**src/brpc_pkg.sv**
```systemverilog
// ----------------------------------------------------------------------------
// brpc_pkg: shared types and constants for the button and reed port controller
// Holds the configuration register map, reset values and a small helper
// function used by the controller and its register file.
// ----------------------------------------------------------------------------
package brpc_pkg;

  localparam int unsigned TickW   = 16;
  localparam int unsigned PortW   = 8;
  localparam int unsigned CfgIdxW = 2;

  localparam logic [TickW-1:0] TickMax = '1;

  localparam logic [TickW-1:0] ButtonDebounceReset = 16'd50;
  localparam logic [TickW-1:0] LongPressReset      = 16'd3000;
  localparam logic [TickW-1:0] ReedDebounceReset   = 16'd50;

  localparam logic [PortW-1:0] PumpBit   = 8'h01;
  localparam logic [PortW-1:0] DeviceBit = 8'h02;

  typedef enum logic [CfgIdxW-1:0] {
    CFG_BUTTON_DEBOUNCE = 2'd0,
    CFG_LONG_PRESS      = 2'd1,
    CFG_REED_DEBOUNCE   = 2'd2
  } cfg_index_t;

  typedef struct packed {
    logic [TickW-1:0] button_debounce_ticks;
    logic [TickW-1:0] long_press_ticks;
    logic [TickW-1:0] reed_debounce_ticks;
  } cfg_regs_t;

  // Increment that sticks at the top of the 16-bit range.
  function automatic logic [TickW-1:0] sat_inc(input logic [TickW-1:0] v);
    return (v == TickMax) ? v : v + 16'd1;
  endfunction

endpackage

```
**src/brpc_sample_if.sv**
```systemverilog
// ----------------------------------------------------------------------------
// brpc_sample_if: tick sample channel
// Carries one tick of raw switch levels and an optional port command.
// ----------------------------------------------------------------------------
interface brpc_sample_if;
  logic                      valid;
  logic                      ready;
  logic                      button_level;
  logic                      reed_level;
  logic                      cmd_valid;
  logic [brpc_pkg::PortW-1:0] cmd_value;

  modport source (output valid, output button_level, output reed_level,
                  output cmd_valid, output cmd_value, input ready);
  modport sink   (input valid, input button_level, input reed_level,
                  input cmd_valid, input cmd_value, output ready);
endinterface

```
**src/brpc_result_if.sv**
```systemverilog
// ----------------------------------------------------------------------------
// brpc_result_if: per-tick result channel
// Carries the drive outputs and the status report fields for one tick.
// ----------------------------------------------------------------------------
interface brpc_result_if;
  logic                       valid;
  logic                       ready;
  logic                       pump_on;
  logic                       device_on;
  logic                       report_valid;
  logic [brpc_pkg::PortW-1:0] port_value;
  logic                       reed_open;
  logic [brpc_pkg::TickW-1:0] change_total;

  modport source (output valid, output pump_on, output device_on,
                  output report_valid, output port_value, output reed_open,
                  output change_total, input ready);
  modport sink   (input valid, input pump_on, input device_on,
                  input report_valid, input port_value, input reed_open,
                  input change_total, output ready);
endinterface

```
**src/brpc_cfg_if.sv**
```systemverilog
// ----------------------------------------------------------------------------
// brpc_cfg_if: configuration write channel
// Carries a register index and the data to write there.
// ----------------------------------------------------------------------------
interface brpc_cfg_if;
  logic                         valid;
  logic                         ready;
  logic [brpc_pkg::CfgIdxW-1:0] index;
  logic [brpc_pkg::TickW-1:0]   data;

  modport source (output valid, output index, output data, input ready);
  modport sink   (input valid, input index, input data, output ready);
endinterface

```
**src/brpc_cfg_regs.sv**
```systemverilog
// ----------------------------------------------------------------------------
// brpc_cfg_regs: configuration register file
// Decodes write beats on the configuration channel into the three
// threshold registers. Writes to an unused index are dropped.
// ----------------------------------------------------------------------------
module brpc_cfg_regs (
  input  logic                clk,
  input  logic                rst,
  brpc_cfg_if.sink            cfg,
  output brpc_pkg::cfg_regs_t regs
);

  brpc_pkg::cfg_regs_t regs_q;

  assign cfg.ready = 1'b1;
  assign regs      = regs_q;

  always_ff @(posedge clk) begin
    if (rst) begin
      regs_q.button_debounce_ticks <= brpc_pkg::ButtonDebounceReset;
      regs_q.long_press_ticks      <= brpc_pkg::LongPressReset;
      regs_q.reed_debounce_ticks   <= brpc_pkg::ReedDebounceReset;
    end else if (cfg.valid) begin
      case (brpc_pkg::cfg_index_t'(cfg.index))
        brpc_pkg::CFG_BUTTON_DEBOUNCE: regs_q.button_debounce_ticks <= cfg.data;
        brpc_pkg::CFG_LONG_PRESS:      regs_q.long_press_ticks      <= cfg.data;
        brpc_pkg::CFG_REED_DEBOUNCE:   regs_q.reed_debounce_ticks   <= cfg.data;
        default: ;
      endcase
    end
  end

endmodule

```
**src/button_reed_port_controller.sv**
```systemverilog
// ----------------------------------------------------------------------------
// button_reed_port_controller: debounced button and reed switch port control
//
//   channel  | role   | beat carries
//   ---------+--------+----------------------------------------------------
//   sample   | sink   | button_level, reed_level, cmd_valid, cmd_value
//   result   | source | pump_on, device_on, report_valid, port_value,
//            |        | reed_open, change_total
//   cfg      | sink   | index, data (three 16-bit thresholds)
//
// A sample beat lands in an input register; when the result register is free
// or being taken, the tick logic updates the controller state and loads the
// result register, and one beat is taken per cycle while the result side keeps up.
// The result register holds while result.ready is low; the input register
// still takes one more beat, after which sample.ready drops.
// Reset is synchronous and puts the valid flags, controller state and thresholds to their defaults.
// ----------------------------------------------------------------------------
module button_reed_port_controller (
  input  logic       clk,
  input  logic       rst,
  brpc_sample_if.sink sample,
  brpc_result_if.source result,
  brpc_cfg_if.sink   cfg
);

  localparam int unsigned TW = brpc_pkg::TickW;
  localparam int unsigned PW = brpc_pkg::PortW;

  brpc_pkg::cfg_regs_t regs;

  brpc_cfg_regs u_cfg_regs (
    .clk  (clk),
    .rst  (rst),
    .cfg  (cfg),
    .regs (regs)
  );

  // Input register.
  logic          smp_valid;
  logic          smp_button;
  logic          smp_reed;
  logic          smp_cmd_valid;
  logic [PW-1:0] smp_cmd_value;

  // Result register.
  logic          res_valid;
  logic          res_pump_on;
  logic          res_device_on;
  logic          res_report_valid;
  logic [PW-1:0] res_port_value;
  logic          res_reed_open;
  logic [TW-1:0] res_change_total;

  // Controller state.
  logic          button_prev_raw,    button_prev_raw_next;
  logic          button_stable,      button_stable_next;
  logic [TW-1:0] button_quiet_ticks, button_quiet_ticks_next;
  logic          press_active,       press_active_next;
  logic [TW-1:0] press_length,       press_length_next;
  logic          reed_seen,          reed_seen_next;
  logic          reed_prev_raw,      reed_prev_raw_next;
  logic          reed_stable,        reed_stable_next;
  logic [TW-1:0] reed_quiet_ticks,   reed_quiet_ticks_next;
  logic [PW-1:0] port_reg,           port_reg_next;
  logic [PW-1:0] port_reported,      port_reported_next;
  logic          first_report_pending, first_report_pending_next;
  logic [TW-1:0] change_counter,     change_counter_next;

  logic          advance;
  logic          toggle;
  logic          reed_changed;
  logic          report;
  logic [PW-1:0] port_mid;
  logic [TW-1:0] count_mid;
  logic [TW-1:0] press_len_inc;

  assign advance       = smp_valid && (!res_valid || result.ready);
  assign sample.ready  = !smp_valid || advance;

  always_comb begin
    button_prev_raw_next      = smp_button;
    button_stable_next        = button_stable;
    press_active_next         = press_active;
    reed_seen_next            = 1'b1;
    reed_prev_raw_next        = smp_reed;
    reed_stable_next          = reed_stable;
    reed_quiet_ticks_next     = reed_quiet_ticks;
    toggle                    = 1'b0;
    reed_changed              = 1'b0;

    // Button: quiet count, then acceptance of a new stable level.
    press_len_inc     = press_active ? brpc_pkg::sat_inc(press_length) : press_length;
    press_length_next = press_len_inc;
    button_quiet_ticks_next = (smp_button != button_prev_raw) ? '0
                              : brpc_pkg::sat_inc(button_quiet_ticks);
    if (button_quiet_ticks_next > regs.button_debounce_ticks &&
        smp_button != button_stable) begin
      button_stable_next = smp_button;
      if (!smp_button) begin
        press_active_next = 1'b1;
        press_length_next = '0;
      end else if (press_active) begin
        toggle            = (press_len_inc >= regs.long_press_ticks);
        press_active_next = 1'b0;
        press_length_next = '0;
      end
    end
    port_mid = toggle ? ((port_reg == '0) ? PW'(1) : '0) : port_reg;

    // Reed: the first sample after reset only seeds the debouncer.
    if (!reed_seen) begin
      reed_stable_next      = smp_reed;
      reed_quiet_ticks_next = '0;
    end else begin
      reed_quiet_ticks_next = (smp_reed != reed_prev_raw) ? '0
                              : brpc_pkg::sat_inc(reed_quiet_ticks);
      if (smp_reed != reed_stable &&
          reed_quiet_ticks_next >= regs.reed_debounce_ticks) begin
        reed_stable_next = smp_reed;
        reed_changed     = 1'b1;
      end
    end

    count_mid = change_counter + TW'(toggle) + TW'(reed_changed);

    report = (port_mid != port_reported) || reed_changed || first_report_pending;
    port_reported_next        = report ? port_mid : port_reported;
    first_report_pending_next = report ? 1'b0 : first_report_pending;

    // A command lands after the report fields are taken.
    port_reg_next       = smp_cmd_valid ? smp_cmd_value : port_mid;
    change_counter_next = count_mid + TW'(smp_cmd_valid);
  end

  always_ff @(posedge clk) begin
    if (rst) begin
      smp_valid <= 1'b0;
    end else if (sample.ready) begin
      smp_valid <= sample.valid;
    end
  end

  always_ff @(posedge clk) begin
    if (sample.valid && sample.ready) begin
      smp_button    <= sample.button_level;
      smp_reed      <= sample.reed_level;
      smp_cmd_valid <= sample.cmd_valid;
      smp_cmd_value <= sample.cmd_value;
    end
  end

  always_ff @(posedge clk) begin
    if (rst) begin
      res_valid <= 1'b0;
    end else if (advance) begin
      res_valid <= 1'b1;
    end else if (result.ready) begin
      res_valid <= 1'b0;
    end
  end

  always_ff @(posedge clk) begin
    if (advance) begin
      res_pump_on      <= (port_mid & brpc_pkg::PumpBit) == brpc_pkg::PumpBit;
      res_device_on    <= (port_mid & brpc_pkg::DeviceBit) == brpc_pkg::DeviceBit;
      res_report_valid <= report;
      res_port_value   <= port_mid;
      res_reed_open    <= reed_stable_next;
      res_change_total <= count_mid;
    end
  end

  always_ff @(posedge clk) begin
    if (rst) begin
      button_prev_raw      <= 1'b1;
      button_stable        <= 1'b1;
      button_quiet_ticks   <= '0;
      press_active         <= 1'b0;
      press_length         <= '0;
      reed_seen            <= 1'b0;
      reed_prev_raw        <= 1'b1;
      reed_stable          <= 1'b1;
      reed_quiet_ticks     <= '0;
      port_reg             <= '0;
      port_reported        <= '0;
      first_report_pending <= 1'b1;
      change_counter       <= '0;
    end else if (advance) begin
      button_prev_raw      <= button_prev_raw_next;
      button_stable        <= button_stable_next;
      button_quiet_ticks   <= button_quiet_ticks_next;
      press_active         <= press_active_next;
      press_length         <= press_length_next;
      reed_seen            <= reed_seen_next;
      reed_prev_raw        <= reed_prev_raw_next;
      reed_stable          <= reed_stable_next;
      reed_quiet_ticks     <= reed_quiet_ticks_next;
      port_reg             <= port_reg_next;
      port_reported        <= port_reported_next;
      first_report_pending <= first_report_pending_next;
      change_counter       <= change_counter_next;
    end
  end

  assign result.valid        = res_valid;
  assign result.pump_on      = res_pump_on;
  assign result.device_on    = res_device_on;
  assign result.report_valid = res_report_valid;
  assign result.port_value   = res_port_value;
  assign result.reed_open    = res_reed_open;
  assign result.change_total = res_change_total;

  // A press can only be open while the debounced button reads pressed.
  a_press_implies_pressed: assert property (@(posedge clk) disable iff (rst)
    press_active |-> !button_stable)
    else $error("press active while button is released");

  // The reed debouncer stays seeded once the first sample went through.
  a_reed_seen_sticks: assert property (@(posedge clk) disable iff (rst)
    reed_seen |=> reed_seen)
    else $error("reed seen flag cleared without reset");

  // The first processed tick always produces a report and clears the flag.
  a_first_report: assert property (@(posedge clk) disable iff (rst)
    (advance && first_report_pending) |-> report ##1 !first_report_pending)
    else $error("first tick did not report");

  // One tick bumps the change counter by at most three.
  a_count_step: assert property (@(posedge clk) disable iff (rst)
    advance |=> (TW'(change_counter - $past(change_counter)) <= TW'(3)))
    else $error("change counter jumped too far");

  // A held sample stays in the input register until the result side frees up.
  a_sample_held: assert property (@(posedge clk) disable iff (rst)
    (smp_valid && !advance) |=> smp_valid)
    else $error("input register dropped a waiting beat");

endmodule

```
**src/flat_wrapper.sv**
```systemverilog
// flat-port wrapper written by rule: the top's interface ports become plain ports
module button_reed_port_controller_flat 
  (clk, rst, sample_valid, sample_button_level, sample_reed_level, sample_cmd_valid, sample_cmd_value, sample_ready, result_valid, result_pump_on, result_device_on, result_report_valid, result_port_value, result_reed_open, result_change_total, result_ready, cfg_valid, cfg_index, cfg_data, cfg_ready);
  brpc_sample_if sample_i ();
  brpc_result_if result_i ();
  brpc_cfg_if cfg_i ();
  input  logic clk;
  input  logic rst;
  input wire logic [$bits(sample_i.valid)-1:0] sample_valid;
  input wire logic [$bits(sample_i.button_level)-1:0] sample_button_level;
  input wire logic [$bits(sample_i.reed_level)-1:0] sample_reed_level;
  input wire logic [$bits(sample_i.cmd_valid)-1:0] sample_cmd_valid;
  input wire logic [$bits(sample_i.cmd_value)-1:0] sample_cmd_value;
  output wire logic [$bits(sample_i.ready)-1:0] sample_ready;
  output wire logic [$bits(result_i.valid)-1:0] result_valid;
  output wire logic [$bits(result_i.pump_on)-1:0] result_pump_on;
  output wire logic [$bits(result_i.device_on)-1:0] result_device_on;
  output wire logic [$bits(result_i.report_valid)-1:0] result_report_valid;
  output wire logic [$bits(result_i.port_value)-1:0] result_port_value;
  output wire logic [$bits(result_i.reed_open)-1:0] result_reed_open;
  output wire logic [$bits(result_i.change_total)-1:0] result_change_total;
  input wire logic [$bits(result_i.ready)-1:0] result_ready;
  input wire logic [$bits(cfg_i.valid)-1:0] cfg_valid;
  input wire logic [$bits(cfg_i.index)-1:0] cfg_index;
  input wire logic [$bits(cfg_i.data)-1:0] cfg_data;
  output wire logic [$bits(cfg_i.ready)-1:0] cfg_ready;
  assign sample_i.valid = sample_valid;
  assign sample_i.button_level = sample_button_level;
  assign sample_i.reed_level = sample_reed_level;
  assign sample_i.cmd_valid = sample_cmd_valid;
  assign sample_i.cmd_value = sample_cmd_value;
  assign sample_ready = sample_i.ready;
  assign result_valid = result_i.valid;
  assign result_pump_on = result_i.pump_on;
  assign result_device_on = result_i.device_on;
  assign result_report_valid = result_i.report_valid;
  assign result_port_value = result_i.port_value;
  assign result_reed_open = result_i.reed_open;
  assign result_change_total = result_i.change_total;
  assign result_i.ready = result_ready;
  assign cfg_i.valid = cfg_valid;
  assign cfg_i.index = cfg_index;
  assign cfg_i.data = cfg_data;
  assign cfg_ready = cfg_i.ready;
  button_reed_port_controller u_core (.clk(clk), .rst(rst), .sample(sample_i), .result(result_i), .cfg(cfg_i));
endmodule
```
**config.mk**
```make
export PLATFORM = sky130hd
export DESIGN_NAME = button_reed_port_controller_flat
export DESIGN_NICKNAME = d
export VERILOG_FILES = /design/src/brpc_pkg.sv /design/src/brpc_sample_if.sv /design/src/brpc_result_if.sv /design/src/brpc_cfg_if.sv /design/src/brpc_cfg_regs.sv /design/src/button_reed_port_controller.sv /design/src/flat_wrapper.sv
export SDC_FILE = /design/constraint.sdc
export NUM_CORES = 1
export LEC_CHECK = 0
export ABC_AREA = 1
export BUFFER_PORTS_ARGS = -buffer_cell sky130_fd_sc_hd__buf_2
export CAP_MARGIN = 10
export CORE_MARGIN = 2
export CORE_UTILIZATION = 41
export CTS_BUF_LIST = sky130_fd_sc_hd__clkbuf_2
export CTS_CLUSTER_DIAMETER = 100
export DETAILED_ROUTE_END_ITERATION = 16
export GPL_ROUTABILITY_DRIVEN = 0
export PLACE_DENSITY = 0.57
export SYNTH_ARGS = -nofsm -noshare
export SYNTH_HDL_FRONTEND = slang
export SYNTH_SLANG_ARGS = --single-unit
```
**constraint.sdc**
```tcl
create_clock -name clk -period 8.8 [get_ports clk]
set_input_delay 1.76 -clock clk [delete_from_list [all_inputs] [get_ports clk]]
set_output_delay 1.76 -clock clk [all_outputs]
set_load 0.005 [all_outputs]
```
Word level (Yosys, flattened, before mapping)
Cells that the tools add are included. Widths: inputs -> output; s select.

Bits in registers: 176. Latch bits: 0. Bits in writable memories: 0. Bits in read-only memories: 0. Bits of input ports: 34. Output and inout port bits: 31. Logic and storage cells: 88. Memories kept: 0.

Add/subtract/negate cells: 6. $mul: 0. Divide/modulo/power cells: 0. Magnitude comparators: 3. Eq/ne operators: 10. Shift-type cells: 0. Multiplexer cells: 23. Bitwise operators: 0. Reduce and logical (&&, ||, !) cells: 18.

Operators by type and width (count): $mux 16 (10); $add 16x1->16 (3); $add 16x1->16 const B (3); $eq 16x16->1 const B (3); $ge 16x16->1 (2); $gt 16x16->1 (1); $mux 8 (2); $mux 1 (11); $reduce_and 2->1 (5); $logic_not 8->1 (1); $ne 8x8->1 (1); $logic_and 1x1->1 (4); $logic_or 1x1->1 (4); $ne 1x1->1 (4); $eq 2x1->1 const B (1); $eq 2x2->1 const B (1); $logic_not 1->1 (2); $logic_not 2->1 (1); $reduce_bool 2->1 (1).

Longest topological paths before layout
Gate-level depths: netlist of the first run.

Depth in word-level cells: 12. Mapped depth: 42. Gate-level depth less buffers: 42.

Modules after synthesis
Synthesis of the first run repeated with hierarchy kept, for this count alone.

Cells, all modules: 1394. Area total of the unflattened synthesis: 9954.5 um^2.

By module, submodules not included: button_reed_port_controller (times used 1, cells each 1104, area an instance 7986.4 um^2, sequential area each 2892.8 um^2); brpc_cfg_regs (times used 1, cells each 290, area an instance 1968.1 um^2, sequential area each 960.9 um^2).

Worst setup path before layout of the first run
Ideal clock, no wire load.

Path type: register to register. Start: register u_core.button_quiet_ticks[0]. End: register u_core.change_counter[13]. Library setup time: 0.113 ns. Arrival: 4.754 ns. Required time: 8.687 ns. Slack: 3.933 ns. Stages on the path, launching flop included: 35. Buffers on the path: 0. Clock period less this slack: 4.867 ns. Cell sequence: dfxtp_1 -> ha_1 -> inv_1 -> nor3_1 -> nand2_1 -> nor2_1 -> nand2_1 -> nand2_1 -> nor2_1 -> nand3_1 -> xnor2_1 -> nand2_1 -> inv_1 -> ha_1 -> a21oi_1 -> nand2_1 -> a21oi_1 -> a21oi_4 -> nand2_4 -> inv_1 -> fa_1 -> ha_1 -> nand2_2 -> inv_1 -> nor2_4 -> nand3_1 -> nor3_2 -> nand2_1 -> nor2_4 -> nand3_2 -> nor3_2 -> nand3_1 -> xnor2_1 -> o21ai_1 -> inv_1.

Cells in the longest elaborated chain, start to end: 9. Elaborated cells on any way between the ends: 10. Those cells by class: 4 x add/sub; 1 x order compare; 1 x eq/ne; 3 x mux; 1 x reduce/logical.

Ends and longest elaborated chain: start, declared (RTL line button_reed_port_controller.sv:57) `logic [TW-1:0] button_quiet_ticks, button_quiet_ticks_next;`; start signal, assigned (RTL line button_reed_port_controller.sv:191) `button_quiet_ticks <= button_quiet_ticks_next;`; $add 16x1->16 or $eq 16x16->1 (tied branches) (RTL line brpc_pkg.sv:35) `return (v == TickMax) ? v : v + 16'd1;`; $mux 16 (*) (RTL line brpc_pkg.sv:35); $mux 16 (*) (RTL line button_reed_port_controller.sv:94) `button_quiet_ticks_next = (smp_button != button_prev_raw) ? '0`; named net u_core.button_quiet_ticks_next[11] (RTL line button_reed_port_controller.sv:57); $gt 16x16->1 (*) (RTL line button_reed_port_controller.sv:96) `if (button_quiet_ticks_next > regs.button_debounce_ticks &&`; $logic_and 1x1->1 (*) (RTL line button_reed_port_controller.sv:96); $mux 1 (*) (RTL line button_reed_port_controller.sv:96); $add 16x1->16 (*) (2 in a row) (RTL line button_reed_port_controller.sv:124) `count_mid = change_counter + TW'(toggle) + TW'(reed_changed);`; named net u_core.count_mid[2] (RTL line button_reed_port_controller.sv:74) `logic [TW-1:0] count_mid;`; $add 16x1->16 (*) (RTL line button_reed_port_controller.sv:132) `change_counter_next = count_mid + TW'(smp_cmd_valid);`; end signal, assigned (RTL line button_reed_port_controller.sv:201) `change_counter <= change_counter_next;`; end, declared (RTL line button_reed_port_controller.sv:67) `logic [TW-1:0] change_counter, change_counter_next;`.

The timed path passes the listed nets; every way through them passes the cells marked *. A chain may end at the register's enable or synchronous reset.

Worst setup path after layout of the first run
Ends and elaborated chain as after synthesis.

==> results.py, run 1 <==
metrics = {
    "logic_synthesis": {
        "ys_warn_count": 0,
        "netlist_area_um2": 9630,
        "postSynthAreaPerCell_um2": 7.47,
        "synth_area_leaders": "dfxtp_1, edfxtp_1, nand2_1",
        "synth_nets": 1379,
        "synthFlopType": "dfxtp_1",
        "synthCells": 1290,
        "ys_ff_latch": 174,
        "async_reset_ff_frac": 0,
        "synth_top_cell_by_area": "dfxtp_1",
        "synth_top_area_frac": 0.285,
        "yosysSeqAreaShare": 0.400,
        "synth_edf_count": 37,
        "synth.distinct_cells": 47,
    },
    "clock_network": {
        "cts.path.max_buffers": 2,
        "path_clk_slew_ns": 0.27,
        "hold_buffers": 0,
        "postCtsSetupBuffers": 0,
        "htreeDepth": 4,
        "clock_latency_ns": 0.76,
        "numCtsBuffers": 17,
        "cts_tree": "done",
        "root_buffer": "clkbuf_2",
        "cts_resized": 0,
        "clock_sinks": 174,
    },
    "global_routing": {
        "grt_overflow_total": 0,
        "grt_pass1_wl_um": 36100,
        "grt_pass1_vias": 7191,
        "grt_start_max_net_pins": 109,
        "antenna_found_initial": 1,
        "grt_use_total": 0.182,
    },
    "detailed_routing": {
        "vias_per_cell": 4.84,
        "drt-pass1-iter-count": 5,
        "drtIter0Drc": 442,
        "drt-wirelength-per-cell_um": 13.2,
        "wirelength_um": 22000,
        "drc_errors": 0,
        "dr_total_vias": 8048,
        "ant_nets": 0,
    },
    "floorplanning": {
        "core_area_um2": 23300,
        "io_pins": 65,
        "dieArea_um2": 24700,
        "die_h_um": 157,
        "initial_core_util": 0.414,
        "die-width_um": 157,
        "rows": 56,
    },
    "place": {
        "portBuffers": 63,
        "dp_slack_ns": 3.13,
        "dp_hpwl_um": 15500,
    },
    "critical_path": {
        "cp-start-kind": "flip-flop",
        "endpoint_kind": "flip-flop",
        "cp.arrival_ns": 6.39,
        "path_delay_family": "simple AND/OR/NAND/NOR gates",
        "required_ns": 9.49,
        "critPathLaunch": "u_core.button_quiet_ticks[0]$_SDFFE_PP0P_",
        "path_common_cell": "nand2_1",
        "critPathBufInv": 5,
        "cpPeakStageDelay_ns": 0.45,
        "timing.rr.start": "u_core.button_quiet_ticks[0]$_SDFFE_PP0P_",
        "crit_type": "reg -> reg",
        "crit_fanout": 16,
        "slowest_stage": "dfxtp_1",
    },
    "timing": {
        "fin_ws_ns": 3.11,
        "skew_ns": 0.0458,
        "slew_headroom": 0.241,
        "timing.fmax_mhz": 176,
        "rsz0062_at_grt": "false",
        "min_period_ns": 5.69,
        "setup_violations": 0,
        "max_slew.worst_pin.slew_ns": 1.14,
        "whs_ns": 0.476,
        "hold_violations": 0,
        "drv_slew": 0,
        "final.setup.tns_ns": 0,
        "fin_crit_sh": 0.647,
    },
    "power_and_ir_drop": {
        "ir_worst_vdd_v": 0.0000883,
        "p_leak_nw": 4.63,
        "p_per_area_nw_per_um2": 147,
    },
    "min_path": {
        "hold_start": "u_core.u_cfg_regs.regs[39]$_SDFFE_PP0P_",
        "hp-class": "reg -> reg",
    },
    "finish": {
        "largest_register_ffs": 48,
        "layout-drive-gt1-share": 0.103,
        "fillers": 2407,
        "area_growth_pct": 8.06,
        "final_nets": 1419,
    },
    "status": {
        "status": "completed",
    },
    "job": {
        "max_cap_violations": 0,
    },
}
[final timing paths]
| kind | end | slack, ns | cells past startpoint |
|---|---|---|---|
| setup / recovery | u_core.change_counter[13]$_SDFFE_PP0P_ | 3.11 | 34 |
| hold / removal | u_core.u_cfg_regs.regs[39]$_SDFFE_PP0P_ | 0.48 | 2 |
| setup reg to reg | u_core.change_counter[13]$_SDFFE_PP0P_ | 3.11 | 34 |
| hold reg to reg | u_core.u_cfg_regs.regs[39]$_SDFFE_PP0P_ | 0.48 | 2 |
[cells in the final DEF (no fill, tap or decap), types with 5 or more instances in the layout]
master and count:
buf_2 63, xnor2_1 13, buf_4 6, dfxtp_1 137, clkbuf_2 18, edfxtp_1 37
nand4_1 18, nor3_2 5, o211ai_1 21, nand2_2 5, ha_1 54, a21oi_1 139
inv_1 200, nor2_2 5, a31oi_1 11, nand2_1 243, nor3_1 23, xor2_1 35
nand3_1 63, nor2_1 79, nand3b_1 5, o21ai_0 105
[cell type report]
| class | instances | area, µm² | share of cell area |
|---|---|---|---|
| clock inverters | 14 | 135 | 0.0130 |
| multi-input cells | 859 | 4780 | 0.459 |
| flip-flops and latches | 174 | 3850 | 0.370 |
| well taps | 319 | 399 | 0.0383 |
| inverters | 208 | 782 | 0.0751 |
| repair buffers | 70 | 372 | 0.0357 |
| diodes | 1 | 2.50 | 0.000240 |
| clock buffers | 18 | 90.1 | 0.00865 |
[logic make-up after synthesis]
logic type                 Yosys count  share of synthesized area
DFF                                174                      0.400
muxes                                1                    0.00117
other                                1                   0.000389
buffers and inverters              257                      0.104
AOI/OAI and AO/OA                  292                      0.164
and+or+nand+nor                    460                      0.211
xor gates and xnor gates            50                     0.0470
adders and majority gates           55                     0.0722
[metal layers]
layer  global-route usage  vias to the layer above  wire length, µm  share of wire
met5                    0                        -                0              0
met4               0.0398                        0              179         0.0082
met3               0.0303                       11              726          0.033
met2                0.295                      129            10100           0.46
met1                0.254                     3612            10900           0.50
li1                     -                     4296                -              -
[worst register-to-register path, delay by kind of cell (launching register included)]
kind                     cells  cell delay (ns)
AND/OR/NAND/NOR             19             2.83
adder cells (fa/ha/maj)      4             1.09
AO/OA/AOI/OAI                4             0.65
flip-flops                   1             0.45
buffers and inverters        5             0.39
XOR/XNOR                     2             0.24
[power breakdown]
part / total (mW) / internal (mW) / switching [mW]
clock: 0.418 / 0.110 / 0.308
combinational: 0.230 / 0.0790 / 0.151
sequential: 0.888 / 0.861 / 0.0264
total: 1.54 / 1.05 / 0.486
[Yosys cell counts, types with 2 or more instances]
cell type and number:
nor3_2 5, a21oi_4 2, a31oi_1 11, ha_1 54, o21bai_1 2, nand2_1 244
xor2_1 35, inv_1 200, o21ai_0 105, clkbuf_1 39, nand2_2 4, nor2_2 5
clkinv_1 5, nand2_4 2, inv_2 3, a211oi_1 3, xnor2_1 13, nand3b_1 5
buf_6 2, nand3_1 63, or2_2 2, edfxtp_1 37, a21oi_1 139, nor3_1 23
o21ai_1 4, buf_4 4, o211ai_1 21, nor4_1 2, dfxtp_1 137, nor2_4 3
buf_1 2, nor2_1 79, xor2_2 2, nand4_1 18, nand3_2 3
[through the flow]
| stage | utilization | total power [mW] | cells | instance area, µm² |
|---|---|---|---|---|
| 2_1_floorplan | - | 1.07 | 1290 | 9630 |
| 3_3_place_gp | 0.437 | 1.13 | 1629 | 10200 |
| 3_5_place_dp | 0.437 | 1.13 | 1629 | 10200 |
| 4_1_cts | 0.447 | 1.56 | 1661 | 10400 |
| 5_1_grt | 0.448 | 1.63 | 1663 | 10400 |
| 6_report | 0.448 | 1.54 | 1663 | 10400 |
(Power assumes the default switching activity.)
==> run 2, diff against run 1 <==
--- a/config.mk
+++ b/config.mk
@@ -14,7 +14,7 @@
 export CTS_CLUSTER_DIAMETER = 100
 export DETAILED_ROUTE_END_ITERATION = 16
 export GPL_ROUTABILITY_DRIVEN = 0
-export PLACE_DENSITY = 0.57
+export PLACE_DENSITY = 0.59
 export SYNTH_ARGS = -nofsm -noshare
 export SYNTH_HDL_FRONTEND = slang
 export SYNTH_SLANG_ARGS = --single-unit
==> constraint.sdc (replaced) <==
create_clock -name clk -period 5.1 [get_ports clk]
set_input_delay 1.02 -clock clk [delete_from_list [all_inputs] [get_ports clk]]
set_output_delay 1.02 -clock clk [all_outputs]
set_load 0.005 [all_outputs]
==> results.py, run 2 (synthesis gave the netlist of run 1 again) <==
metrics = {
    "critical_path": {
        "path_delay_family": "simple AND/OR/NAND/NOR gates",
        "crit_fanout": 7,
        "cpPeakStageDelay_ns": 0.43,
        "crit_type": "reg -> reg",
        "endpoint_kind": "flip-flop",
        "slowest_stage": "dfxtp_2",
        "cp.arrival_ns": 5.74,
        "required_ns": 5.78,
        "cp-start-kind": "flip-flop",
        "critPathBufInv": 5,
    },
    "place": {
        "dp_hpwl_um": 16400,
        "portBuffers": 63,
        "dp_slack_ns": -0.102,
    },
    "timing": {
        "slew_headroom": 0.227,
        "min_period_ns": 5.06,
        "hold_violations": 0,
        "max_slew.worst_pin.slew_ns": 1.16,
        "timing.fmax_mhz": 198,
        "setup_violations": 0,
        "rsz0062_at_grt": "true",
        "fin_crit_sh": 0.993,
        "drv_slew": 0,
        "fin_ws_ns": 0.0370,
        "skew_ns": 0.0524,
    },
    "global_routing": {
        "antenna_found_initial": 1,
        "grt_start_max_net_pins": 72,
        "grt_pass1_wl_um": 37200,
        "grt_pass1_vias": 7585,
        "grt_overflow_total": 0,
        "grt_use_total": 0.188,
    },
    "finish": {
        "layout-drive-gt1-share": 0.181,
        "final_common_cell": "nand2_1",
        "seqCellArea_um2": 3870,
        "final_nets": 1471,
        "multi_input_comb_area_um2": 5070,
        "area_growth_pct": 15.4,
        "mostFrequentLayoutCells": "nand2_1, inv_1, a21oi_1, dfxtp_1, o21ai_0",
        "fillers": 2416,
        "largest_register_ffs": 48,
    },
    "floorplanning": {
        "core_area_um2": 23300,
        "die-width_um": 157,
        "rows": 56,
        "die_h_um": 157,
        "io_pins": 65,
        "dieArea_um2": 24700,
        "initial_core_util": 0.414,
    },
    "power_and_ir_drop": {
        "ir_worst_vdd_v": 0.000125,
        "p_per_area_nw_per_um2": 241,
        "p_leak_nw": 4.99,
        "power_mw": 2.68,
    },
    "clock_network": {
        "cts.path.max_buffers": 2,
        "path_clk_slew_ns": 0.29,
        "cts_tree": "done",
        "clock_sinks": 174,
        "root_buffer": "clkbuf_2",
        "clock_latency_ns": 0.79,
        "numCtsBuffers": 17,
        "htreeDepth": 4,
    },
    "detailed_routing": {
        "drc_errors": 0,
        "drtIter0Drc": 437,
        "top_layer": "met4",
        "wl_met1_um": 11400,
        "drt-pass1-iter-count": 8,
        "ant_nets": 0,
        "wirelength_um": 23400,
        "dr_wl_met3_um": 689,
        "drt-wirelength-per-cell_um": 13.6,
        "dr_total_vias": 8454,
        "vias_per_cell": 4.93,
        "wl_met2_um": 11000,
    },
    "status": {
        "status": "completed",
    },
    "min_path": {
        "hp-class": "in -> reg",
    },
    "job": {
        "max_cap_violations": 0,
    },
}
==> run 2: cell type report <==
class / instances / area share
inverters: 208 / 0.0708
clock inverters: 14 / 0.0114
clock buffers: 18 / 0.00811
diodes: 1 / 0.000225
multi-input cells: 859 / 0.456
repair buffers: 122 / 0.0697
well taps: 319 / 0.0359
flip-flops and latches: 174 / 0.348
==> run 2: per-stage QoR <==
step | util | cells | TNS (ns) | area, µm² | hold slack (ns)
after floorplan | - | 1290 | 0 | 9630 | 0.433
after global placement | 0.447 | 1660 | -0.102 | 10400 | 0.446
after detailed placement | 0.447 | 1660 | -0.170 | 10400 | 0.451
after CTS | 0.458 | 1693 | 0 | 10700 | 0.314
after global routing | 0.478 | 1715 | -1.43 | 11100 | 0.305
final | 0.478 | 1715 | 0 | 11100 | 0.387
==> run 2: path summary, 6_finish.rpt <==
| kind | to | depth (start not counted) | slack, ns | startpoint |
|---|---|---|---|---|
| max reg2reg | u_core.change_counter[13]$_SDFFE_PP0P_ | 34 | 0.04 | u_core.press_length[1]$_SDFFE_PP0P_ |
| min | u_core.smp_cmd_value[2]$_DFFE_PP_ | 1 | 0.39 | sample_cmd_value[2] |
| max | u_core.change_counter[13]$_SDFFE_PP0P_ | 34 | 0.04 | u_core.press_length[1]$_SDFFE_PP0P_ |
| min reg2reg | u_core.u_cfg_regs.regs[34]$_SDFFE_PP0P_ | 2 | 0.48 | u_core.u_cfg_regs.regs[34]$_SDFFE_PP0P_ |
==> run 2: layer usage <==
metal | vias to the layer above | global-route usage
met5 | - | 0
met4 | 0 | 0.0472
met3 | 21 | 0.0278
met2 | 132 | 0.315
met1 | 3901 | 0.255
li1 | 4400 | -
==> run 2: repair_timing <==
action                                  4_1_cts  5_1_grt
gates resized for setup                       6       72
pin swaps                                     0       29
endpoints found under the setup margin        6       13
hold buffers                                  0        0
setup buffers                                 1       21
==> run 2: power by group <==
| group | switching [mW] | internal (mW) |
|---|---|---|
| Combinational | 0.286 | 0.162 |
| Clock | 0.552 | 0.153 |
| Sequential | 0.0440 | 1.49 |
==> run 3, diff against run 2 <==
--- a/config.mk
+++ b/config.mk
@@ -14,7 +14,8 @@
 export CTS_CLUSTER_DIAMETER = 100
 export DETAILED_ROUTE_END_ITERATION = 16
 export GPL_ROUTABILITY_DRIVEN = 0
-export PLACE_DENSITY = 0.59
+export PLACE_DENSITY = 0.57
 export SYNTH_ARGS = -nofsm -noshare
 export SYNTH_HDL_FRONTEND = slang
+export SYNTH_HIERARCHICAL = 1
 export SYNTH_SLANG_ARGS = --single-unit
==> constraint.sdc (replaced) <==
create_clock -name clk -period 5.6 [get_ports clk]
set_input_delay 1.12 -clock clk [delete_from_list [all_inputs] [get_ports clk]]
set_output_delay 1.12 -clock clk [all_outputs]
set_load 0.005 [all_outputs]
==> results.py, run 3 <==
metrics = {
    "status": {
        "status": "completed",
    },
    "clock_network": {
        "root_buffer": "clkbuf_2",
        "clock_latency_ns": 0.80,
        "htreeDepth": 4,
        "cts.path.max_buffers": 2,
        "numCtsBuffers": 17,
        "path_clk_slew_ns": 0.32,
        "cts_tree": "done",
        "clock_sinks": 174,
        "hold_buffers": 0,
    },
    "finish": {
        "final_common_cell": "nand2_1",
        "area_growth_pct": 9.30,
        "final_nets": 1526,
        "mostFrequentLayoutCells": "nand2_1, inv_1, dfxtp_1, nor2_1, a21oi_1",
        "largest_register_ffs": 48,
        "stdcell_area_um2": 10900,
        "instances_no_fill": 1775,
        "layout-drive-gt1-share": 0.126,
    },
    "power_and_ir_drop": {
        "p_per_area_nw_per_um2": 221,
        "p_clk_frac": 0.268,
        "p_switching_mw": 0.788,
        "p_leak_nw": 5.07,
        "power_frac_seq": 0.580,
        "p_comb_frac": 0.152,
        "p_int_mw": 1.62,
        "switching_share": 0.328,
        "power_mw": 2.40,
        "ir_worst_vdd_v": 0.000106,
    },
    "critical_path": {
        "cp.arrival_ns": 5.79,
        "crit_type": "reg -> reg",
        "path_delay_family": "simple AND/OR/NAND/NOR gates",
        "slowest_stage": "dfxtp_2",
        "crit_fanout": 4,
        "required_ns": 6.27,
        "cp-start-kind": "flip-flop",
        "cpPeakStageDelay_ns": 0.43,
        "critPathBufInv": 2,
        "endpoint_kind": "flip-flop",
        "reg2reg_slack_ns": 0.48,
        "path_common_cell": "nand2_1",
    },
    "floorplanning": {
        "rows": 57,
        "die_h_um": 160,
        "core_area_um2": 24100,
        "die-width_um": 160,
        "dieArea_um2": 25500,
        "io_pins": 65,
        "initial_core_util": 0.413,
    },
    "detailed_routing": {
        "drt-wirelength-per-cell_um": 13.1,
        "drtIter0Drc": 481,
        "dr_total_vias": 8666,
        "ant_nets": 0,
        "wirelength_um": 23300,
        "vias_per_cell": 4.88,
        "drt-pass1-iter-count": 5,
        "drc_errors": 0,
    },
    "global_routing": {
        "grt_pass1_wl_um": 38600,
        "antenna_found_initial": 1,
        "grt_use_total": 0.184,
        "grt_start_max_net_pins": 69,
        "grt_pass1_vias": 7846,
        "grt_overflow_total": 0,
    },
    "timing": {
        "max_slew.worst_pin.slew_ns": 1.13,
        "skew_ns": 0.0515,
        "drv_slew": 0,
        "fin_ws_ns": 0.478,
        "min_period_ns": 5.12,
        "slew_headroom": 0.243,
        "hold_violations": 0,
        "final.setup.tns_ns": 0,
        "timing.fmax_mhz": 195,
        "setup_violations": 0,
        "fin_crit_sh": 0.915,
    },
    "logic_synthesis": {
        "netlist_area_um2": 9950,
        "async_reset_ff_frac": 0,
        "postSynthAreaPerCell_um2": 7.14,
        "synthFlopType": "dfxtp_1",
        "synth_area_leaders": "dfxtp_1, nand2_1, edfxtp_1",
        "synth_top_area_frac": 0.276,
        "synth_nets": 1483,
        "synth_commonest_cells": "nand2_1, inv_1, dfxtp_1",
        "synthCells": 1394,
        "yosysMostFrequentCell": "nand2_1",
        "synth.distinct_cells": 50,
        "ys_ff_latch": 174,
        "ys_warn_count": 6,
        "yosysSeqAreaShare": 0.387,
        "synth_edf_count": 37,
        "synth_top_cell_by_area": "dfxtp_1",
    },
    "job": {
        "max_cap_violations": 0,
    },
    "place": {
        "portBuffers": 63,
        "dp_cells": 1738,
        "dp_slack_ns": 0.160,
        "placed_area_um2": 10500,
        "dp_hpwl_um": 16800,
    },
    "min_path": {
        "hp-class": "reg -> reg",
    },
}
[run 3: area by class of cell]
class                      instances  area, µm²
sequential                       174       3860
timing repair buffer              76        413
fill                            2548      13200
inverter                         236        887
clock inverter                    15        141
antenna                            1       2.50
clock buffer                      17       85.1
multi-input combinational        932       5090
tap                              324        405
[run 3: final timing paths]
check | start | to | depth (start not counted)
worst max-delay path | u_core/reed_quiet_ticks[0]$_SDFFE_PP0P_ | u_core/change_counter[13]$_SDFFE_PP0P_ | 33
worst min-delay path | u_core/u_cfg_regs/regs[1]$_SDFFE_PP1P_ | u_core/u_cfg_regs/regs[1]$_SDFFE_PP1P_ | 2
worst max register to register | u_core/reed_quiet_ticks[0]$_SDFFE_PP0P_ | u_core/change_counter[13]$_SDFFE_PP0P_ | 33
worst min register to register | u_core/u_cfg_regs/regs[1]$_SDFFE_PP1P_ | u_core/u_cfg_regs/regs[1]$_SDFFE_PP1P_ | 2
[run 3: kinds of logic after synthesis]
| group | after synthesis | share of synthesized area |
|---|---|---|
| AO/OA/AOI/OAI | 228 | 0.125 |
| multiplexers | 1 | 0.00113 |
| buffers and inverters | 288 | 0.114 |
| AND/OR/NAND/NOR | 604 | 0.264 |
| adder cells (fa/ha/maj) | 55 | 0.0699 |
| other | 1 | 0.000377 |
| flip-flops | 174 | 0.387 |
| XOR/XNOR | 43 | 0.0386 |
[run 3: power groups by stage]
stage / clock network [mW] / logic (mW) / registers, mW
2_1_floorplan: 0 / 0.265 / 1.41
3_3_place_gp: 0 / 0.358 / 1.42
3_5_place_dp: 0 / 0.362 / 1.42
4_1_cts: 0.683 / 0.364 / 1.39
5_1_grt: 0.726 / 0.421 / 1.40
6_report: 0.645 / 0.365 / 1.39
[run 3: metrics by stage]
stage                util  hold WS, ns
floorplan               -        0.429
detailed placement  0.435        0.453
CTS                 0.445        0.415
finish              0.451        0.491
global placement    0.435        0.447
global route        0.451        0.408
[run 3: repair_timing]
action / CTS / global route
setup endpoints to repair: 0 / 9
buffers inserted: 0 / 4
gates resized for setup: 0 / 29
[run 3: worst reg2reg max path, delay by kind of cell (launching register included)]
kind	cells	cell delay, ns
DFF	1	0.43
xor gates and xnor gates	3	0.54
adders and majority gates	4	0.93
and+or+nand+nor	21	2.61
AOI/OAI and AO/OA	3	0.27
buffers and inverters	2	0.22
[run 3: metal layers]
metal | vias to the layer above | GRT usage | wire length, µm
met5 | - | 0 | 0
met4 | 0 | 0.0438 | 245
met3 | 16 | 0.0260 | 828
met2 | 157 | 0.300 | 10700
met1 | 3950 | 0.258 | 11600
li1 | 4543 | - | -
